<file path="config.mk">
export PLATFORM = sky130hd
export DESIGN_NAME = rpld_cfg
export DESIGN_NICKNAME = d
export VERILOG_FILES = /design/src/rice_posting_list_decoder_unit_defines.svh /design/src/rpld_pkg.sv /design/src/rpld_cfg.sv
export SDC_FILE = /design/constraint.sdc
export NUM_CORES = 1
export LEC_CHECK = 0
export BUFFER_PORTS_ARGS = -buffer_cell sky130_fd_sc_hd__buf_2
export CAP_MARGIN = 20
export CORE_MARGIN = 10
export CORE_UTILIZATION = 41
export CTS_CLUSTER_DIAMETER = 60
export DETAILED_ROUTE_END_ITERATION = 10
export PLACE_DENSITY = 0.84
export SYNTH_ARGS = -nofsm -noshare
export SYNTH_HDL_FRONTEND = slang
export SYNTH_SLANG_ARGS = --single-unit
</file>
<file path="constraint.sdc">
create_clock -name clk -period 1.14 [get_ports clk]
set_input_delay 0 -clock clk [delete_from_list [all_inputs] [get_ports clk]]
set_output_delay 0 -clock clk [all_outputs]
set_load 0.03 [all_outputs]
</file>
<file path="src/rice_posting_list_decoder_unit_defines.svh">
// Assertion macros used by the seen bitmap source of the posting list decoder.
`ifndef RICE_POSTING_LIST_DECODER_UNIT_DEFINES_SVH
`define RICE_POSTING_LIST_DECODER_UNIT_DEFINES_SVH
`ifndef SYNTHESIS
// Checked on every rising edge outside reset.
`define RPLD_ASSERT(label, prop, msg) \
	label: assert property (@(posedge clk) disable iff (!arst_n) prop) else $error(msg);
// Checked on every rising edge, reset included.
`define RPLD_ASSERT_ALWAYS(label, prop, msg) \
	label: assert property (@(posedge clk) prop) else $error(msg);
`else
`define RPLD_ASSERT(label, prop, msg)
`define RPLD_ASSERT_ALWAYS(label, prop, msg)
`endif
`endif

</file>
<file path="src/rpld_pkg.sv">
// Shared constants, types and helper functions of the posting list decoder.
package rpld_pkg;

	// Default width of a file id and of the seen bitmap address.
	localparam int ID_BITS_DEF = 16;

	// Register reset values and limits.
	localparam logic [3:0]  RICE_K_RESET     = 4'd4;
	localparam logic [3:0]  K_MAX            = 4'd8;
	localparam logic [16:0] FILE_COUNT_RESET = 17'h10000;

	// Quotient accumulation.
	localparam int          QUOT_W   = 16;
	localparam logic [15:0] QUOT_MAX = 16'hFFFF;
	localparam logic [15:0] RUN_STEP = 16'd8;
	localparam logic [7:0]  BYTE_RUN = 8'hFF;

	// Bitmap memory rows hold 2**ROW_LG flags each.
	localparam int ROW_LG = 6;

	// Configuration port.
	localparam int APB_AW = 3;
	localparam logic REG_RICE_K     = 1'b0;
	localparam logic REG_FILE_COUNT = 1'b1;

	// Operation codes of an input transaction.
	localparam logic OP_POST  = 1'b0;
	localparam logic OP_CLEAR = 1'b1;

	// Control handed from the decoder to the bitmap stage.
	typedef struct packed {
		logic probe;
		logic clear;
	} lookup_t;

	// Number of leading ones of a byte that is not all ones.
	function automatic logic [2:0] lead_ones(input logic [7:0] b);
		logic [2:0] n;
		n = 3'd0;
		priority casez (b)
			8'b0???????: n = 3'd0;
			8'b10??????: n = 3'd1;
			8'b110?????: n = 3'd2;
			8'b1110????: n = 3'd3;
			8'b11110???: n = 3'd4;
			8'b111110??: n = 3'd5;
			8'b1111110?: n = 3'd6;
			default:     n = 3'd7;
		endcase
		return n;
	endfunction

	// Saturating 16-bit add.
	function automatic logic [15:0] sat_add(input logic [15:0] a, input logic [15:0] b);
		logic [16:0] s;
		s = {1'b0, a} + {1'b0, b};
		return s[16] ? QUOT_MAX : s[15:0];
	endfunction

endpackage

</file>
<file path="src/rpld_cfg.sv">
// APB configuration registers: Rice parameter and file count.
module rpld_cfg (
	input  logic                        clk,
	input  logic                        arst_n,
	input  logic                        psel,
	input  logic                        penable,
	input  logic                        pwrite,
	input  logic [rpld_pkg::APB_AW-1:0] paddr,
	input  logic [31:0]                 pwdata,
	output logic [31:0]                 prdata,
	output logic                        pready,
	output logic [3:0]                  rice_k,
	output logic [16:0]                 file_count
);

	logic [3:0]  rice_k_q;
	logic [16:0] file_count_q;
	logic        reg_sel;
	logic        wr_en;

	// The register index is the word address.
	assign reg_sel = paddr[2];
	assign pready  = 1'b1;
	assign wr_en   = psel && penable && pwrite && pready;

	// Register writes at the access phase.
	always_ff @(posedge clk or negedge arst_n) begin
		if (!arst_n) begin
			rice_k_q     <= rpld_pkg::RICE_K_RESET;
			file_count_q <= rpld_pkg::FILE_COUNT_RESET;
		end else if (wr_en) begin
			unique case (reg_sel)
				rpld_pkg::REG_RICE_K:     rice_k_q     <= pwdata[3:0];
				rpld_pkg::REG_FILE_COUNT: file_count_q <= pwdata[16:0];
				default:                  rice_k_q     <= rice_k_q;
			endcase
		end
	end

	// Read back.
	always_comb begin
		unique case (reg_sel)
			rpld_pkg::REG_RICE_K:     prdata = {28'd0, rice_k_q};
			rpld_pkg::REG_FILE_COUNT: prdata = {15'd0, file_count_q};
			default:                  prdata = 32'd0;
		endcase
	end

	assign rice_k     = rice_k_q;
	assign file_count = file_count_q;

endmodule

</file>
==> results of run 1 <==
## cells by family (layout without fill, tap and decap cells)
family / after synthesis / in the layout
mux: 25 / 25
flops: 21 / 21
buf+inv: 19 / 89
simple gates: 15 / 15
other cells: 2 / 16
## through the flow
stage	setup WS (ns)	power [mW]	hold WS (ns)	cells
2_1_floorplan	0.211	1.98	-0.296	96
4_1_cts	-0.0135	2.83	0.170	194
3_5_place_dp	0.121	2.33	-0.0241	169
6_report	-0.00418	2.90	0.162	196
5_1_grt	-0.0456	3.04	0.206	196
3_3_place_gp	0.134	2.30	-0.0329	169
## layout by cell type, fill, tap and decap left out
cell type / netlist / layout
buf_2: 0 / 55
dfrtp_1: 19 / 19
dlygate4sd3_1: 0 / 18
conb_1: 2 / 16
mux2_4: 10 / 13
and2_1: 13 / 12
mux2_2: 15 / 12
buf_4: 16 / 7
buf_6: 2 / 5
clkbuf_4: 0 / 3
dfstp_2: 2 / 2
and2_4: 0 / 1
nand4_4: 1 / 1
nand4b_1: 1 / 1
clkinv_2: 0 / 1
## metal layers
layer | wire [µm] | track usage
met1 | 1210 | 0.129
met2 | 1830 | 0.225
met3 | 431 | 0.0694
met4 | 85 | 0.0581
met5 | 0 | 0
## registers in the layout (all words and copies together) (netlist names)
name,flops
file_count,17
rice_k,4
## where the power goes
group | leakage, nW | total (mW) | internal, mW | switching (mW)
logic | 0.638 | 1.49 | 0.586 | 0.902
clock network | 0.0177 | 0.368 | 0.131 | 0.237
registers | 0.249 | 1.04 | 0.920 | 0.119
## cell type report
type                            instances  area [µm²]  share of cell area
Multi-Input combinational cell         56         504               0.303
Timing Repair Buffer                   85         564               0.340
Tap cell                               30        37.5              0.0226
Clock inverter                          1        5.00             0.00301
Clock buffer                            3        22.5              0.0136
Sequential cell                        21         528               0.318
## worst max path at each step
stage	from	end	slack [ns]	cells past startpoint
global route	file_count[16]	prdata[16]	-0.05	2
finish	rice_k[2]	prdata[2]	-0.004	2
floorplan	file_count[16]	prdata[16]	0.21	1
CTS	file_count[3]	prdata[3]	-0.01	2
global placement	paddr[2]	file_count[12]	0.13	3
detailed placement	paddr[2]	file_count[12]	0.12	3
## what timing repair did
item,in CTS,in global routing
setup endpoints to repair,5,5
hold endpoints to repair,42,0
setup buffers,3,2
hold buffers,18,0
gates resized for setup,10,5
==> summary.txt, run 1 <==
Outcome
  • Run status: finished, violations left
  • Failing checks: setup timing

Worst setup path
  • Buf+Inv Stages, Crit Path: 1
  • R2R Path End: rice_k[1]
  • CP max stage cell: dfstp_2
  • Critical Path AT: 1.14 ns
  • R2R depth: 2
  • Crit path max fanout: 3
  • Origin of the critical flop-to-flop path: rice_k[1]
  • Critical path endpoint category: output port
  • Crit-path cells: mux2_4 -> buf_6
  • CP max stage delay: 0.56 ns
  • Critical path class: reg2out
  • Critical Path RT: approximately 1.1 ns
  • CP delay by family, top: flip-flops
  • R2R Setup Slk: approximately 0.21 ns
  • Critical path launch point type: flop

Logic synthesis
  • Yosys warning count: 0
  • XOR/XNOR Fraction of Synth Area: 0
  • Compound-cell area share of the yosys netlist: 0
  • Cell type with the largest total area after synthesis: dfrtp_1
  • Post-Synth Adder-Cell Area: 0
  • Main synth FF type: dfrtp_1
  • Count of cell types in the netlist: 11
  • Cells after Synth: 82
  • FF+latch count, synth: 21
  • Top cell type's share of synthesized area: 0.427
  • Syn Area/Cell: between 10 and 15 µm²
  • Post-Syn Area: 1110 µm²
  • Post-synth EDFFs: 0
  • Largest family of logic cells by synthesized area: multiplexers
  • Async SR Flop Fraction: 1.00
  • Synth Area in Simple Gates: 0.100
  • Multiplexer area fraction after synthesis: 0.287
  • Synth top area cells: dfrtp_1, mux2_2, mux2_4
  • Sequential area share after synthesis: 0.475
  • Top-count cell post-synth: dfrtp_1
  • Commonest cells in the netlist: dfrtp_1, buf_4, mux2_2, and2_1, mux2_4

GRT
  • Initial antenna violation count: 0
  • Gr ovfl total: 0
  • Total GRT Usage: 0.132
  • Largest net degree at the start of global routing: 22
  • Vias in the first global route: 1100
  • First-pass GRT wire length: 5.52 mm

Route
  • DR iter-0 viols: 12
  • Drt total wl: 3.55 mm
  • DR vias: ~920
  • Via-per-instance ratio: 4.70
  • TritonRoute pass-1 iters: 4
  • Drt drc: 0
  • Final ANT Viol Nets: 0
  • Routed wire length per instance: 18.1 µm

Min path
  • HP Class: in2async

Floorplanning
  • Rows: 18
  • # IOs: 94
  • Die area: 5200 µm²
  • Die H: 72.1 µm
  • Core footprint: 2520 µm²
  • Effective utilization at floorplan: 0.441
  • Die Wd: 72.1 µm

STA
  • Final WS setup: -0.00418 ns
  • Final setup fails: 2
  • Period utilization: 1.00
  • Fin. max-slew vios: 0
  • Worst clock skew: 0 ns
  • RSZ-0062 raised after global routing: true
  • Setup TNS: -0.00740 ns
  • Final Hold Viols: 0
  • Fmax: 0.874 GHz
  • Minimum clock period: 1.14 ns

Layout
  • Final Cell Area: 1660 µm²
  • Filler cells: approximately 190
  • Area grow syn2layout: 49.4%
  • N_diodes: 0
  • Layout cell share with drive strength beyond 1: 0.602
  • Net total in the final layout: 207
  • Finished Core Util: 0.659

Placed design
  • Dpl cell area: 1370 µm²
  • Global placer's final weighted congestion: 0.656
  • Final HPWL DP: 2.38 mm
  • PortBufs: 60

Power
  • Max VDD drop: 1410 µV
  • PwrDens: roughly 1700 nW/µm²
  • Lkg Pwr: 0.905 nW

Clock network
  • H-tree levels: 1
  • Clock Latency Late Sink: 0.30 ns
  • Clk slew on worst S/H paths: 0.12 ns
  • Clock sink count: 21
  • Inserted Clock Buffers: 3
  • Root Driver: clkbuf_4
  • Clock Tree Buf Depth: 2
  • TritonCTS clock tree: built

Job
  • Max-cap violations: 0
No activity file was read; power rests on OpenSTA's default activity.
==> run 2, diff against run 1 <==
- CORE_ASPECT_RATIO: unset -> 0.5
- PLACE_DENSITY: 0.84 -> 0.85
==> run 2 against run 1 <==
The flow now finishes without violations. Global-route usage shrank 0.43 points. Die area rose by 2.4%. Count of clock-buffer cells in the layout did not move. Largest cell class unchanged. Largest power group unchanged. Via count is 1.3% lower. Flip-flop and latch count is the same. Clock skew stayed put. Final area decreased by 0.90%.
==> summary.txt, run 2 (same netlist as run 1, synthesis figures left out) <==
Worst setup path
  • Critical Path AT: 1.12 ns
  • R2R depth: 2
  • Crit. Startpoint: file_count[0]
  • Origin of the critical flop-to-flop path: rice_k[1]
  • Critical path endpoint category: output port
  • CP max stage cell: dfrtp_1
  • Crit-path cells: mux2_2 -> buf_2
  • R2R Path End: rice_k[1]
  • Critical path endpoint: prdata[0]
  • CP max stage delay: 0.40 ns
  • Crit path max fanout: 3
  • Critical path launch point type: flop
  • R2R Setup Slk: approximately 0.24 ns
  • Critical Path RT: ~1.1 ns
  • Critical path class: reg2out

Route
  • DR iter-0 viols: 39
  • Via-per-instance ratio: 4.50
  • TritonRoute pass-1 iters: 4
  • DR vias: around 910
  • Drt total wl: 3.68 mm
  • Routed wire length per instance: 18.2 µm
  • Drt drc: 0
  • Final ANT Viol Nets: 0

Layout
  • Finished Core Util: 0.637
  • Commonest cells after routing, fill and taps aside: buf_2, dfrtp_1, dlygate4sd3_1, conb_1, mux2_2
  • Layout cell share with drive strength beyond 1: 0.591
  • Area grow syn2layout: 48.0%
  • Max reg flops: 17
  • Filler cells: 191
  • Most common cell after layout, fill and taps aside: buf_2
  • Net total in the final layout: 205

GRT
  • Vias in the first global route: 984
  • First-pass GRT wire length: roughly 5.3 mm
  • Largest net degree at the start of global routing: 22
  • Total GRT Usage: 0.127
  • Initial antenna violation count: 1
  • Gr ovfl total: 0

Power
  • PwrDens: 1800 nW/µm²
  • Lkg Pwr: 0.884 nW
  • Max VDD drop: between 700 and 800 µV

Floorplanning
  • Core footprint: 2590 µm²
  • Die area: 5320 µm²
  • Rows: 13
  • # IOs: 94
  • Die Wd: 93.7 µm
  • Effective utilization at floorplan: 0.430
  • Die H: 56.8 µm

Clock network
  • Clock Tree Buf Depth: 2
  • Clk slew on worst S/H paths: roughly 0.08 ns
  • Inserted Clock Buffers: 3
  • Clock sink count: 21
  • Root Driver: clkbuf_8
  • Clock Latency Late Sink: 0.27 ns
  • TritonCTS clock tree: built
  • H-tree levels: 1

STA
  • Minimum hold slack: 0.236 ns
  • Fmax: 0.889 GHz
  • Final Hold Viols: 0
  • Minimum clock period: around 1.1 ns
  • Fin. max-slew vios: 0
  • Final setup fails: 0
  • Period utilization: 0.986
  • Worst clock skew: 0 ns
  • Setup TNS: 0 ns

Placed design
  • Final HPWL DP: 2.39 mm
  • PortBufs: 60
  • Global placer's final weighted congestion: 0.732

Job
  • Max-cap violations: 0

Outcome
  • Run status: finished, final reports clean

Min path
  • HP Class: in2async
==> run 2: cell count changes in the layout (fill, tap and decap cells not counted) <==
cell,change
buf_6,-3
buf_2,+2
diode_2,+1
and2_4,-1
and2_1,+1
clkbuf_4,-2
mux2_2,+3
mux2_4,-3
clkbuf_8,+3
buf_4,-2
==> run 2: cell type report <==
class	count	area [µm²]	share of cell area
antenna	1	2.50	0.00152
clock buffer	3	41.3	0.0251
clock inverter	1	5.00	0.00304
multi-input combinational	56	490	0.298
sequential	21	528	0.321
tap	37	46.3	0.0281
timing repair buffer	83	533	0.324
==> run 2: how the worst min path moves through the flow <==
stage | end | slack (ns) | cells after the start
final | file_count[6] | 0.24 | 2
after global routing | file_count[6] | 0.27 | 2
after global placement | file_count[9] | -0.03 | 1
after detailed placement | file_count[3] | -0.03 | 1
after floorplan | file_count[0] | -0.30 | 0
after CTS | file_count[7] | 0.24 | 2
==> run 2: power breakdown <==
group | internal (mW) | switching (mW) | total (mW)
Combinational | 0.521 | 0.893 | 1.41
Sequential | 0.922 | 0.119 | 1.04
Clock | 0.245 | 0.267 | 0.512
==> run 2: timing repair <==
item,4_1_cts,5_1_grt
hold buffers,18,0
endpoints found under the hold margin,40,0
buffers inserted,0,3
endpoints found under the setup margin,0,4
resized for setup,0,7
==> run 2: per-layer routing <==
metal | up-vias | share of wire | GRT usage
met2 | 36 | 0.56 | 0.254
li1 | 405 | - | -
met4 | 0 | 0.023 | 0.0516
met1 | 460 | 0.35 | 0.118
met3 | 8 | 0.070 | 0.0358
met5 | - | 0 | 0
==> run 2: metrics by stage <==
step / power [mW] / instance area [µm²] / std cells / setup slack, ns
2_1_floorplan: 1.98 / 1160 / 96 / 0.211
3_3_place_gp: 2.30 / 1380 / 176 / 0.0903
3_5_place_dp: 2.33 / 1380 / 176 / 0.0500
4_1_cts: 2.86 / 1610 / 198 / 0.0174
5_1_grt: 3.09 / 1650 / 202 / -0.00866
6_report: 2.97 / 1650 / 202 / 0.0156
==> run 2: worst max-delay path, delay by kind of cell, from the launching register on <==
family	cells	cell delay, ns
buffers and inverters	1	0.18
DFF	1	0.40
muxes	1	0.27
==> run 3, diff against run 2 <==
- PLACE_DENSITY: 0.85 -> unset
- PLACE_DENSITY_LB_ADDON: unset -> 0.1
==> run 3 against run 2 <==
Die area unchanged. Combinational power decreased by 6%. Utilization decreased by 0.73 points. Count of clock-buffer cells in the layout increased by 1. Critical path depth unchanged. Register-to-register slack about the same. Total power decreased by 4.5%. Flip-flop and latch count unchanged. Clock power decreased by 7.2%. Final cell count decreased by 1.5%. Hold slack got worse by 0.0091 ns.
==> summary.txt, run 3 (same netlist as run 1, synthesis figures left out) <==
Worst setup path
  • Critical Path RT: 1.14 ns
  • Crit path max fanout: 3
  • Critical path class: reg2out
  • R2R depth: 2
  • Critical path launch point type: flop
  • Critical path endpoint category: output port
  • Critical Path AT: approximately 1.1 ns

Floorplanning
  • # IOs: between 90 and 100
  • Effective utilization at floorplan: 0.430
  • Die area: ~5300 µm²
  • Core footprint: 2590 µm²
  • Die Wd: roughly 94 µm
  • Rows: 13
  • Die H: 56.8 µm

STA
  • Worst clock skew: 0 ns
  • Final Hold Viols: 0
  • Minimum clock period: 1.09 ns
  • Final setup fails: 0
  • Fmax: 0.913 GHz
  • Setup TNS: 0 ns
  • Final WS setup: 0.0451 ns
  • Period utilization: 0.960
  • RSZ-0062 raised after global routing: false
  • Fin. max-slew vios: 0

Clock network
  • Root Driver: clkbuf_8
  • Clock sink count: 21
  • TritonCTS clock tree: built
  • Clk slew on worst S/H paths: about 0.070 ns
  • H-tree levels: 1
  • Clock Tree Buf Depth: 2
  • Inserted Clock Buffers: 3
  • Clock Latency Late Sink: 0.25 ns

Route
  • DR iter-0 viols: 47
  • TritonRoute pass-1 iters: 2
  • Drt total wl: 2.90 mm
  • Drt drc: 0
  • Final ANT Viol Nets: 0
  • Via-per-instance ratio: 4.25
  • DR vias: 845
  • Routed wire length per instance: roughly 15 µm

Layout
  • Net total in the final layout: 203
  • Most common cell after layout, fill and taps aside: buf_2
  • Layout cell share with drive strength beyond 1: 0.580
  • Filler cells: 211
  • N_diodes: 0
  • Commonest cells after routing, fill and taps aside: buf_2, dfrtp_1, dlygate4sd3_1, conb_1, mux2_2
  • Fin cells: 199
  • Area grow syn2layout: 46.3%
  • Register Area: 528 µm²
  • Multi-input gate area: between 400 and 500 µm²
  • Max reg flops: 17

Placed design
  • PortBufs: 60
  • Global placer's final weighted congestion: 0.675
  • Place WS: 0.185 ns
  • Placed Instances: roughly 180

Outcome
  • Run status: finished, final reports clean

GRT
  • First-pass GRT wire length: 4.67 mm
  • Total GRT Usage: 0.108
  • Vias in the first global route: about 940
  • Gr ovfl total: 0
  • Initial antenna violation count: 0
  • Largest net degree at the start of global routing: 22

Power
  • Lkg Pwr: 0.874 nW
  • Max VDD drop: 862 µV
  • PwrDens: 1740 nW/µm²

Min path
  • HP Class: in2async

Job
  • Max-cap violations: 0
==> run 3: worst paths after layout <==
check                                     from             end  slack [ns]
worst max-delay path             file_count[1]       prdata[1]        0.05
worst min-delay path                    arst_n   file_count[0]        0.23
worst max register to register   file_count[3]   file_count[3]        0.25
worst min register to register  file_count[14]  file_count[14]        0.53
max in group asynchronous               arst_n       rice_k[2]        0.57
min in group clk                        pwrite       rice_k[1]        0.27
==> run 3: report_power, final <==
group,leakage (nW),internal [mW],switching (mW)
Clock,0.0228,0.248,0.226
Sequential,0.249,0.922,0.114
Combinational,0.602,0.487,0.836
Total,0.874,1.66,1.18
==> run 3: through the flow <==
step                total power, mW  area [µm²]  utilization  hold slack (ns)
floorplan                      1.98        1160            -           -0.296
global route                   2.97        1630        0.629            0.270
detailed placement             2.32        1390        0.538          -0.0153
finish                         2.83        1630        0.629            0.227
CTS                            2.85        1620        0.626            0.242
global placement               2.31        1390        0.538          -0.0153
==> run 3: per-layer routing <==
layer / vias to the layer above / part of all wire / track usage
met2: 38 / 0.52 / 0.201
met4: 0 / 0 / 0.0129
met3: 0 / 0.099 / 0.0490
met5: - / 0 / 0
li1: 399 / - / -
met1: 408 / 0.38 / 0.111
==> run 3: area by class of cell <==
class	count	share of cell area
Clock buffer	4	0.0277
Tap cell	37	0.0284
Sequential cell	21	0.324
Timing Repair Buffer	81	0.318
Multi-Input combinational cell	56	0.301
==> run 3: repair_timing <==
item                                   4_1_cts  5_1_grt
setup endpoints to repair                    0        2
gates resized for setup                      0        2
endpoints found under the hold margin       40        0
hold buffers                                18        0
setup buffers                                0        1
==> run 3: critical path, stage by stage, from the launching register on <==
cell and delay, ns:
dfrtp_1 0.40, mux2_2 0.26, buf_2 0.17
