$ cat config.mk
export PLATFORM = sky130hd
export DESIGN_NAME = rpld_decode
export DESIGN_NICKNAME = d
export VERILOG_FILES = /design/src/rice_posting_list_decoder_unit_defines.svh /design/src/rpld_pkg.sv /design/src/rpld_decode.sv
export SDC_FILE = /design/constraint.sdc
export NUM_CORES = 1
export LEC_CHECK = 0
export ABC_AREA = 1
export BUFFER_PORTS_ARGS = -buffer_cell sky130_fd_sc_hd__buf_2
export CORE_MARGIN = 2
export CORE_UTILIZATION = 36
export CTS_CLUSTER_DIAMETER = 120
export CTS_CLUSTER_SIZE = 40
export DETAILED_ROUTE_END_ITERATION = 8
export PLACE_DENSITY = 0.57
export RECOVER_POWER = 100
export SYNTH_ARGS = -nofsm -noshare
export SYNTH_HDL_FRONTEND = slang
export SYNTH_SLANG_ARGS = --single-unit
$ cat constraint.sdc
create_clock -name clk -period 11.6 [get_ports clk]
set_input_delay 2.32 -clock clk [delete_from_list [all_inputs] [get_ports clk]]
set_output_delay 2.32 -clock clk [all_outputs]
set_load 0.05 [all_outputs]
$ cat src/rice_posting_list_decoder_unit_defines.svh
// Assertion macros used by the seen bitmap source of the posting list decoder.
`ifndef RICE_POSTING_LIST_DECODER_UNIT_DEFINES_SVH
`define RICE_POSTING_LIST_DECODER_UNIT_DEFINES_SVH
`ifndef SYNTHESIS
// Checked on every rising edge outside reset.
`define RPLD_ASSERT(label, prop, msg) \
	label: assert property (@(posedge clk) disable iff (!arst_n) prop) else $error(msg);
// Checked on every rising edge, reset included.
`define RPLD_ASSERT_ALWAYS(label, prop, msg) \
	label: assert property (@(posedge clk) prop) else $error(msg);
`else
`define RPLD_ASSERT(label, prop, msg)
`define RPLD_ASSERT_ALWAYS(label, prop, msg)
`endif
`endif

$ cat src/rpld_pkg.sv
// Shared constants, types and helper functions of the posting list decoder.
package rpld_pkg;

	// Default width of a file id and of the seen bitmap address.
	localparam int ID_BITS_DEF = 16;

	// Register reset values and limits.
	localparam logic [3:0]  RICE_K_RESET     = 4'd4;
	localparam logic [3:0]  K_MAX            = 4'd8;
	localparam logic [16:0] FILE_COUNT_RESET = 17'h10000;

	// Quotient accumulation.
	localparam int          QUOT_W   = 16;
	localparam logic [15:0] QUOT_MAX = 16'hFFFF;
	localparam logic [15:0] RUN_STEP = 16'd8;
	localparam logic [7:0]  BYTE_RUN = 8'hFF;

	// Bitmap memory rows hold 2**ROW_LG flags each.
	localparam int ROW_LG = 6;

	// Configuration port.
	localparam int APB_AW = 3;
	localparam logic REG_RICE_K     = 1'b0;
	localparam logic REG_FILE_COUNT = 1'b1;

	// Operation codes of an input transaction.
	localparam logic OP_POST  = 1'b0;
	localparam logic OP_CLEAR = 1'b1;

	// Control handed from the decoder to the bitmap stage.
	typedef struct packed {
		logic probe;
		logic clear;
	} lookup_t;

	// Number of leading ones of a byte that is not all ones.
	function automatic logic [2:0] lead_ones(input logic [7:0] b);
		logic [2:0] n;
		n = 3'd0;
		priority casez (b)
			8'b0???????: n = 3'd0;
			8'b10??????: n = 3'd1;
			8'b110?????: n = 3'd2;
			8'b1110????: n = 3'd3;
			8'b11110???: n = 3'd4;
			8'b111110??: n = 3'd5;
			8'b1111110?: n = 3'd6;
			default:     n = 3'd7;
		endcase
		return n;
	endfunction

	// Saturating 16-bit add.
	function automatic logic [15:0] sat_add(input logic [15:0] a, input logic [15:0] b);
		logic [16:0] s;
		s = {1'b0, a} + {1'b0, b};
		return s[16] ? QUOT_MAX : s[15:0];
	endfunction

endpackage

$ cat src/rpld_decode.sv
// Rice code decoder: quotient gathering, delta and running id, list stop.
module rpld_decode #(
	parameter int ID_BITS = rpld_pkg::ID_BITS_DEF
) (
	input  logic                  clk,
	input  logic                  arst_n,
	input  logic                  accept,
	input  logic                  op,
	input  logic [7:0]            code_byte,
	input  logic                  list_last,
	input  logic [3:0]            rice_k,
	input  logic [16:0]           file_count,
	output rpld_pkg::lookup_t     look,
	output logic [ID_BITS-1:0]    id
);

	localparam int SUM_W = ((ID_BITS > 24) ? ID_BITS : 24) + 1;

	logic [15:0]        quot_q;
	logic [ID_BITS-1:0] running_q;
	logic               stopped_q;

	logic [3:0]       k_eff;
	logic [2:0]       ones;
	logic [7:0]       shifted;
	logic [7:0]       rem;
	logic [15:0]      quot;
	logic [23:0]      delta;
	logic [SUM_W-1:0] sum;
	logic             too_big;
	logic             is_run;
	logic             is_post;

	// Decode one byte against the list state.
	always_comb begin
		k_eff   = (rice_k > rpld_pkg::K_MAX) ? rpld_pkg::K_MAX : rice_k;
		ones    = rpld_pkg::lead_ones(code_byte);
		shifted = code_byte << ones;
		rem     = shifted >> (4'd8 - k_eff);
		quot    = rpld_pkg::sat_add(quot_q, {13'd0, ones});
		delta   = ({8'd0, quot} << k_eff) | {16'd0, rem};
		sum     = SUM_W'(running_q) + SUM_W'(delta);
		too_big = (sum >= SUM_W'(file_count)) || (|sum[SUM_W-1:ID_BITS]);
		is_run  = (code_byte == rpld_pkg::BYTE_RUN);
		is_post = (op == rpld_pkg::OP_POST);
	end

	assign look.probe = is_post && !stopped_q && !is_run && !too_big;
	assign look.clear = (op == rpld_pkg::OP_CLEAR);
	assign id         = sum[ID_BITS-1:0];

	// List state update; the last byte of a list returns it to zero.
	always_ff @(posedge clk or negedge arst_n) begin
		if (!arst_n) begin
			quot_q    <= '0;
			running_q <= '0;
			stopped_q <= 1'b0;
		end else if (accept && is_post) begin
			if (list_last) begin
				quot_q    <= '0;
				running_q <= '0;
				stopped_q <= 1'b0;
			end else if (!stopped_q) begin
				if (is_run) begin
					quot_q <= rpld_pkg::sat_add(quot_q, rpld_pkg::RUN_STEP);
				end else begin
					quot_q <= '0;
					if (too_big) begin
						stopped_q <= 1'b1;
					end else begin
						running_q <= id;
					end
				end
			end
		end
	end

endmodule

==> run_results.csv, run 1 <==
group,metric,value,unit
route,firstDrtPassIters,5,
synth,ys_seq_elements,31,
clocking,h-tree-depth,2,
global_route,antenna_found_initial,0,
critical_path,worstPathRequired,9.28,ns
global_route,track_usage,21.6,%
power,power_frac_seq,23.8,%
route,drc,0,
route,wl_per_cell,14.8,um
power,p_int,0.000264,W
global_route,grt_pass1_wl,24.9,mm
timing,max-slew-margin-rel,-20.8,%
route,drt-total-wl,14.9,mm
power,clkPwrFrac,27.2,%
synth,synth_warnings,0,
critical_path,critPathLaunchType,"input port",
synth,ys.flop_type,"dfrtp_1",
power,p_switching,0.000221,W
critical_path,worst-r2r-setup-slack,5.15,ns
clocking,clkSinkCount,31,
synth,synthSimpleGateAreaFrac,43.3,%
placed_design,dp_hpwl,12.0,mm
floorplanning,dieArea,14400,um^2
timing,fin_crit_sh,92.5,%
synth,synth_xor_area_share,3.45,%
power,swShare,45.6,%
clocking,cts_hold_buf,0,
floorplanning,coreArea,13200,um^2
status,status,"complete, but fails checks",
power,peakVddDrop,0.0000664,V
global_route,grt_max_degree,32,
synth,synth_top_cell_area_share,16.9,%
global_route,grt_pass1_vias,4912,
final_layout,n_antenna_cell,0,
clocking,cts_root_buf,"clkbuf_16",
synth,synth_edf_count,0,
critical_path,cp-end-kind,"output port",
route,route.vias.total,5414,
global_route,grt_overflow,0,
final_layout,syn_to_final_growth,12.5,%
critical_path,crit_path_frequent_cell,"nand2_1",
synth,muxShareOfSynthArea,0.622,%
critical_path,crit_type,"input port to output port",
floorplanning,die_y,120,um
route,via_per_inst,5.39,
final_layout,nNetsFinal,902,
clocking,clk_pin_slew,0.05,ns
route,drt_iter0_drc,396,
power,p_leak,2.83,nW
final_layout,layout-drive-gt1-share,14.3,%
timing,finalSetupViolations,0,
floorplanning,std_cell_rows,42,
clocking,cts_buffers,5,
flow_run,cap_viol_max_count,1,
power,comb_power_share,49.0,%
critical_path,crit_arrival,8.41,ns
timing,holdWs,0.482,ns
route,antenna_left,0,
clocking,cts_tree,"yes",
critical_path,cp_max_fo,6,
synth,synth_cell_types,50,
synth,syn-cell-area,4830,um^2
floorplanning,initial_core_util,36.6,%
placed_design,io_buffer_count,51,
timing,clock_skew,0.00948,ns
timing,finalHoldViolCount,0,
synth,synthAdderAreaFrac,10.7,%
synth,syn_inst,784,
placed_design,gp_congestion,0.993,
timing,tns,0,ns
critical_path,slowest_delay,0.39,ns
synth,yosysTopAreaCell,"nand2_1",
timing,fmax,93.2,MHz
synth,synth-seq-area-share,16.1,%
timing,drv_slew,32,
clocking,insertion_delay,0.29,ns
floorplanning,fp.dieW,120,um
synth,synth_top_family_by_area,"simple AND/OR/NAND/NOR gates",
synth,synth_nets,858,
synth,synthTopCellsByArea,"nand2_1 17%, dfrtp_1 16%, ha_1 9.8%",
floorplanning,io_pins,52,
power,power_density,89.4,nW/um^2
synth,syn_area_per_cell,6.16,um^2
critical_path,cp_slowest_cell,"fa_1",
synth,synth_compound_area_share,15.6,%
status,violations,"max-capacitance violations, max-slew violations",
min_path,hold_class,"flop to flop",
timing,tightest_slew,1.81,ns
timing,post-route-min-period,10.73,ns
timing,rsz0062_at_grt,"no",
synth,postSynth.asyncResetShare,100,%
clocking,clk_path_buf_depth,2,
-- through the flow --
step | instances | cell area (um^2) | power [W] | util, % | worst slack [ns]
after detailed placement | 996 | 5250 | 0.000353 | 39.8 | 0.158
after global routing | 1004 | 5430 | 0.000522 | 41.2 | 0.0128
after CTS | 1003 | 5400 | 0.000488 | 40.9 | 0.133
after global placement | 996 | 5250 | 0.000354 | 39.8 | 0.507
after floorplan | 784 | 4840 | 0.000294 | - | 0.200
final | 1004 | 5430 | 0.000486 | 41.2 | 0.866
-- cells in the final DEF, fill, tap and decap left out, drive strengths merged, types with 2 or more instances in the layout --
cell,instances
nor4,2
xor2,14
nor2,72
o22ai,15
a32o,2
fa,2
nor3b,3
o21bai,3
a211oi,2
nand2,229
buf,51
nand4,42
a31oi,4
inv,96
nor3,4
ha,38
nand3,86
o21ai,50
nand3b,3
xnor2,5
a221oi,2
clkinv,3
dfrtp,31
o211ai,8
a21o,2
mux2i,3
clkbuf,14
a21oi,32
-- synthesized netlist by cell type (3+ instances only) --
master,count
nand3b_1,3
o22ai_1,15
nand3_2,15
clkinv_1,3
o21bai_1,3
nand2_2,9
o21ai_0,47
a31oi_1,4
dfrtp_1,31
clkbuf_1,13
nor2_1,60
ha_1,38
nand4_1,41
nor2_2,7
nand3_1,70
xor2_1,14
mux2i_1,3
o211ai_1,8
buf_6,4
xnor2_1,5
nor3b_1,3
nor3_1,4
inv_2,8
nor2_4,5
inv_1,88
nand2_1,218
a21oi_1,30
buf_2,4
-- timing repair --
action,4_1_cts,5_1_grt
endpoints found under the setup margin,0,1
gates resized for setup,0,14
buffers inserted,0,1
hold endpoints to repair,0,0
-- critical path: cells and delay by family --
kind	cells	cell delay, ns
AND/OR/NAND/NOR	24	2.66
XOR/XNOR	1	0.21
buffers and inverters	6	0.56
AO/OA/AOI/OAI	7	1.16
adder cells (fa/ha/maj)	5	1.45
-- path summary, 6_finish.rpt --
check	start	endpoint	cells past startpoint
max in group asynchronous	arst_n	running_q[14]$_DFFE_PN0P_	1
setup / recovery	code_byte[6]	look[1]	43
hold / removal	running_q[6]$_DFFE_PN0P_	running_q[6]$_DFFE_PN0P_	2
hold reg to reg	running_q[6]$_DFFE_PN0P_	running_q[6]$_DFFE_PN0P_	2
setup reg to reg	quot_q[1]$_DFFE_PN0P_	running_q[14]$_DFFE_PN0P_	40
min in group asynchronous	arst_n	quot_q[4]$_DFFE_PN0P_	1
-- area by class of cell --
cell class	count	area (um^2)
clock buffers	6	139
clock inverters	1	5.00
fillers	1471	7760
inverters	99	375
multi-input cells	632	3600
flip-flops and latches	31	776
well taps	176	220
repair buffers	59	312
-- power groups by stage --
stage | Clock (W) | Sequential [W] | Combinational [W]
4_1_cts | 0.000136 | 0.000115 | 0.000237
2_1_floorplan | 0 | 0.000116 | 0.000178
3_3_place_gp | 0 | 0.000117 | 0.000237
5_1_grt | 0.000140 | 0.000116 | 0.000265
3_5_place_dp | 0 | 0.000117 | 0.000236
6_report | 0.000132 | 0.000115 | 0.000238
-- flip-flops by register name, summed over array words and instances, names as in the netlist --
signal and count:
quot_q 14, stopped_q 1, running_q 16
-- layer usage --
layer / up-vias / part of all wire [%] / GRT usage, %
met4: 0 / 1.7 / 5.22
met2: 176 / 41 / 31.9
li1: 2752 / - / -
met1: 2465 / 51 / 33.1
met5: - / 0 / 0
met3: 21 / 5.6 / 2.47
-- kinds of logic after synthesis --
group	Yosys count
muxes	3
xor gates and xnor gates	19
buffers and inverters	121
AOI/OAI and AO/OA	128
and+or+nand+nor	442
adders and majority gates	40
DFF	31
(Power assumes the default switching activity.)
==> run 2, diff against run 1 <==
- CORE_UTILIZATION: 36 -> 45
- MAX_ROUTING_LAYER: default -> met4
- PLACE_DENSITY: 0.57 -> 0.68
==> run_results.csv, run 2 (synthesis results as in run 1) <==
group,metric,value,unit
timing,rsz0062_at_grt,"no",
min_path,hold_class,"flop to flop",
floorplanning,die_y,108,um
critical_path,critPathLaunchType,"input port",
clocking,h-tree-depth,2,
power,p_leak,2.78,nW
power,swShare,50.2,%
clocking,insertion_delay,0.30,ns
clocking,clkSinkCount,31,
global_route,grt_pass1_wl,26.1,mm
global_route,track_usage,29.0,%
route,via_per_inst,5.80,
floorplanning,coreArea,10400,um^2
critical_path,rr_endpoint,"running_q[12]$_DFFE_PN0P_",
placed_design,gp_congestion,1.07,
route,route.vias.total,5601,
timing,drv_slew,32,
global_route,grt_pass1_vias,5180,
power,comb_power_share,53.5,%
route,drt_iter0_drc,543,
critical_path,cp-startpoint,"code_byte[6]",
clocking,clk_path_buf_depth,2,
route,antenna_left,0,
final_layout,largestRegisters,"running_q x16, quot_q x14, stopped_q x1",
floorplanning,io_pins,52,
clocking,cts_tree,"yes",
floorplanning,dieArea,11600,um^2
power,power_frac_seq,26.0,%
timing,post-route-min-period,10.96,ns
final_layout,layout_common_cells,"218 x nand2_1, 88 x inv_1, 70 x nand3_1",
final_layout,nNetsFinal,903,
critical_path,cp_max_fo,11,
placed_design,io_buffer_count,51,
critical_path,worst-r2r-setup-slack,4.96,ns
final_layout,fin_util,51.5,%
final_layout,fin_cells,966,
timing,holdWs,0.483,ns
critical_path,crit_path_frequent_cell,"nand2_1",
timing,tns,0,ns
route,drt-total-wl,15.8,mm
power,p_switching,0.000223,W
flow_run,cap_viol_max_count,1,
critical_path,crit_arrival,8.64,ns
critical_path,worstPathRequired,9.28,ns
final_layout,syn_to_final_growth,10.5,%
final_layout,fill_cells,1085,
timing,fin_crit_sh,94.5,%
clocking,cts_root_buf,"clkbuf_8",
global_route,grt_overflow,0,
timing,max-slew-margin-rel,-16.6,%
floorplanning,initial_core_util,46.6,%
critical_path,crit_type,"input port to output port",
critical_path,rr_worst_depth,35,
critical_path,crit_end,"look[1]",
route,firstDrtPassIters,8,
critical_path,cp-end-kind,"output port",
floorplanning,std_cell_rows,37,
route,wl_per_cell,16.3,um
final_layout,layout_commonest_cell,"nand2_1",
final_layout,n_antenna_cell,0,
timing,clock_skew,0.00695,ns
timing,tightest_slew,1.75,ns
clocking,clk_pin_slew,0.07,ns
route,drc,0,
power,power_density,83.2,nW/um^2
power,clkPwrFrac,20.6,%
placed_design,dp_hpwl,12.8,mm
timing,fmax,91.3,MHz
global_route,antenna_found_initial,0,
status,status,"complete, but fails checks",
critical_path,slowest_delay,0.47,ns
final_layout,largest_reg_flops,16,
power,p_int,0.000221,W
status,violations,"max-capacitance violations, max-slew violations",
clocking,cts_hold_buf,0,
global_route,grt_max_degree,32,
final_layout,top_register,"running_q",
power,peakVddDrop,0.0000766,V
floorplanning,fp.dieW,108,um
clocking,cts_buffers,5,
timing,finalHoldViolCount,0,
final_layout,layout-drive-gt1-share,13.5,%
placed_design,placedCellCount,956,
critical_path,cp_slowest_cell,"a221oi_1",
timing,finalSetupViolations,0,
critical_path,worstReg2RegStart,"quot_q[1]$_DFFE_PN0P_",
run 2: area by class of cell:
type / instances / area, um^2 / share of cell area (%)
clock buffer: 5 / 68.8 / 1.29
clock inverter: 3 / 23.8 / 0.445
inverter: 99 / 372 / 6.96
multi-input combinational: 632 / 3620 / 67.8
sequential: 31 / 776 / 14.5
tap: 136 / 170 / 3.19
timing repair buffer: 60 / 307 / 5.74
run 2: worst max-delay path, delay by kind of cell:
kind	cells	cell delay, ns
buf+inv	5	0.72
xor+xnor	1	0.34
simple gates	21	2.32
compound gates	7	1.57
fa+ha+maj	4	1.34
run 2: per-stage QoR:
step           cell area [um^2]  total power [W]  worst slack, ns
4_1_cts                    5290         0.000446            0.143
5_1_grt                    5340         0.000475           0.0373
6_report                   5340         0.000444            0.641
2_1_floorplan              4840         0.000294            0.200
3_5_place_dp               5200         0.000353            0.158
3_3_place_gp               5200         0.000349            0.448
run 2: metal layers:
metal	share of wire [%]	track usage, %	vias up	routed length, um
li1	-	-	2743	-
met1	46	40.9	2566	7300
met2	43	43.5	262	6830
met3	8.4	4.00	30	1320
met4	2.1	8.15	0	327
met5	0	-	-	0
run 2: timing repair:
action                     4_1_cts  5_1_grt
resized for setup                0       17
buffers inserted                 0        2
setup endpoints to repair        0        1
run 2: how the worst min path moves through the flow:
stage | from | cells past startpoint | endpoint | slack (ns)
3_3_place_gp | running_q[6]$_DFFE_PN0P_ | 2 | running_q[6]$_DFFE_PN0P_ | 0.47
6_report | running_q[6]$_DFFE_PN0P_ | 2 | running_q[6]$_DFFE_PN0P_ | 0.48
3_5_place_dp | running_q[6]$_DFFE_PN0P_ | 2 | running_q[6]$_DFFE_PN0P_ | 0.47
4_1_cts | running_q[6]$_DFFE_PN0P_ | 2 | running_q[6]$_DFFE_PN0P_ | 0.49
2_1_floorplan | running_q[0]$_DFFE_PN0P_ | 2 | running_q[0]$_DFFE_PN0P_ | 0.45
5_1_grt | running_q[10]$_DFFE_PN0P_ | 2 | running_q[10]$_DFFE_PN0P_ | 0.51
run 2: power groups by stage:
| stage | registers [W] | logic, W | clock network (W) |
|---|---|---|---|
| 2_1_floorplan | 0.000116 | 0.000178 | 0 |
| 3_3_place_gp | 0.000117 | 0.000232 | 0 |
| 3_5_place_dp | 0.000117 | 0.000235 | 0 |
| 4_1_cts | 0.000115 | 0.000237 | 0.0000937 |
| 5_1_grt | 0.000116 | 0.000261 | 0.0000977 |
| 6_report | 0.000115 | 0.000237 | 0.0000914 |
==> run 3, diff against run 2 <==
- GPL_TIMING_DRIVEN: default -> 0
- clock period: 11.6 -> 13.9 ns (I/O delays scaled with it)
==> run_results.csv, run 3 (synthesis results as in run 1) <==
group,metric,value,unit
status,status,"complete, but fails checks",
status,violations,"max-capacitance violations, max-slew violations",
final_layout,multi_input_area,3550,um^2
final_layout,syn_to_final_growth,9.79,%
clocking,clk_pin_slew,0.07,ns
final_layout,layout_common_cells,"220 x nand2_1, 88 x inv_1, 70 x nand3_1",
critical_path,rr_worst_depth,41,
global_route,grt_overflow,0,
critical_path,cp-end-kind,"output port",
floorplanning,initial_core_util,46.6,%
final_layout,nNetsFinal,916,
route,wl_per_cell,15.7,um
clocking,cts_tree,"yes",
clocking,clk_path_buf_depth,2,
critical_path,cpLargestDelayFamily,"simple AND/OR/NAND/NOR gates",
clocking,insertion_delay,0.30,ns
global_route,antenna_found_initial,0,
critical_path,crit_arrival,10.29,ns
placed_design,dp_hpwl,12.8,mm
floorplanning,dieArea,11600,um^2
timing,fin_crit_sh,94.0,%
placed_design,io_buffer_count,51,
clocking,h-tree-depth,2,
critical_path,path_depth,44,
critical_path,crit_path_frequent_cell,"nand2_1",
critical_path,worst-r2r-setup-slack,6.54,ns
timing,tightest_slew,1.75,ns
route,route.vias.total,5518,
timing,drv_slew,32,
final_layout,n_antenna_cell,0,
critical_path,crit_end,"look[1]",
route,drt-total-wl,15.4,mm
floorplanning,die_y,108,um
global_route,grt_pass1_wl,25.7,mm
critical_path,worstPathRequired,11.12,ns
route,firstDrtPassIters,5,
critical_path,critPathLaunchType,"input port",
timing,fmax,76.5,MHz
critical_path,cp_slowest_cell,"fa_1",
placed_design,place_ws,0.836,ns
timing,finalSetupViolations,0,
route,antenna_left,0,
final_layout,regArea,776,um^2
clocking,clkSinkCount,31,
floorplanning,coreArea,10400,um^2
power,power_density,68.7,nW/um^2
critical_path,worstReg2RegStart,"quot_q[1]$_DFFE_PN0P_",
floorplanning,fp.dieW,108,um
global_route,track_usage,28.8,%
floorplanning,std_cell_rows,37,
critical_path,cp-startpoint,"code_byte[4]",
critical_path,crit_buf_inv,7,
floorplanning,io_pins,52,
clocking,cts_buffers,5,
critical_path,cp_max_fo,10,
global_route,grt_max_degree,32,
clocking,cts_hold_buf,0,
final_layout,layout_commonest_cell,"nand2_1",
timing,holdWs,0.484,ns
timing,tns,0,ns
clocking,post_cts_buffers,0,
min_path,hold_class,"flop to flop",
final_layout,largest_reg_flops,16,
critical_path,rr_endpoint,"running_q[11]$_DFFE_PN0P_",
critical_path,slowest_delay,0.40,ns
timing,setup_ws,0.830,ns
global_route,grt_pass1_vias,5268,
final_layout,fill_cells,1104,
placed_design,gp_congestion,0.963,
timing,finalHoldViolCount,0,
final_layout,largestRegisters,"running_q x16, quot_q x14, stopped_q x1",
final_layout,layout-drive-gt1-share,11.7,%
power,peakVddDrop,0.0000657,V
clocking,cts_root_buf,"clkbuf_8",
flow_run,cap_viol_max_count,1,
route,via_per_inst,5.64,
power,p_leak,2.78,nW
route,drc,0,
timing,rsz0062_at_grt,"no",
critical_path,crit_type,"input port to output port",
timing,clock_skew,0.0125,ns
timing,max-slew-margin-rel,-16.9,%
final_layout,top_register,"running_q",
route,drt_iter0_drc,490,
power,fin_total_pwr,0.000364,W
timing,post-route-min-period,13.07,ns
==> run 3: final cells by class <==
type	count	share of cell area, %
Sequential cell	31	14.6
Multi-Input combinational cell	632	66.9
Buffer	22	2.15
Clock buffer	5	1.30
Timing Repair Buffer	51	4.41
Inverter	99	7.01
Clock inverter	3	0.378
Tap cell	136	3.21
==> run 3: worst min path at each step <==
stage | cells after the start | slack [ns] | startpoint | end
2_1_floorplan | 2 | 0.45 | running_q[0]$_DFFE_PN0P_ | running_q[0]$_DFFE_PN0P_
3_3_place_gp | 2 | 0.46 | running_q[0]$_DFFE_PN0P_ | running_q[0]$_DFFE_PN0P_
3_5_place_dp | 2 | 0.47 | running_q[3]$_DFFE_PN0P_ | running_q[3]$_DFFE_PN0P_
4_1_cts | 2 | 0.49 | running_q[5]$_DFFE_PN0P_ | running_q[5]$_DFFE_PN0P_
5_1_grt | 2 | 0.52 | running_q[3]$_DFFE_PN0P_ | running_q[3]$_DFFE_PN0P_
6_report | 2 | 0.48 | running_q[5]$_DFFE_PN0P_ | running_q[5]$_DFFE_PN0P_
==> run 3: stage by stage <==
step                      std cells  utilization (%)  cell area, um^2
after floorplan                 784                -             4830
after detailed placement        971             50.7             5260
after global placement          971             50.7             5260
after CTS                       979             51.5             5340
final                           979             51.1             5300
after global routing            979             51.1             5300
==> run 3: worst register-to-register path: cells and delay by family (launching register included) <==
family | cells | cell delay (ns)
and+or+nand+nor | 22 | 2.59
buffers and inverters | 5 | 0.59
xor gates and xnor gates | 1 | 0.36
DFF | 1 | 0.51
AOI/OAI and AO/OA | 8 | 1.56
adders and majority gates | 5 | 1.62
==> run 3: metal layers <==
| metal | part of all wire [%] | GRT usage, % | routed length, um | up-vias |
|---|---|---|---|---|
| met3 | 8.9 | 6.66 | 1360 | 32 |
| met2 | 43 | 43.3 | 6600 | 205 |
| met5 | 0 | - | 0 | - |
| met4 | 2.6 | 8.79 | 396 | 0 |
| met1 | 46 | 38.7 | 7000 | 2502 |
| li1 | - | - | - | 2779 |
==> run 3: power breakdown <==
part	switching [W]	internal, W	leakage, nW
clock	0.0000385	0.0000348	0.0402
combinational	0.000140	0.0000551	2.31
sequential	0.00000255	0.0000936	0.428
total	0.000181	0.000184	2.78
==> run 3: timing repair <==
action	CTS	global route
resized for setup	0	1
endpoints found under the setup margin	0	1
endpoints found under the hold margin	0	0
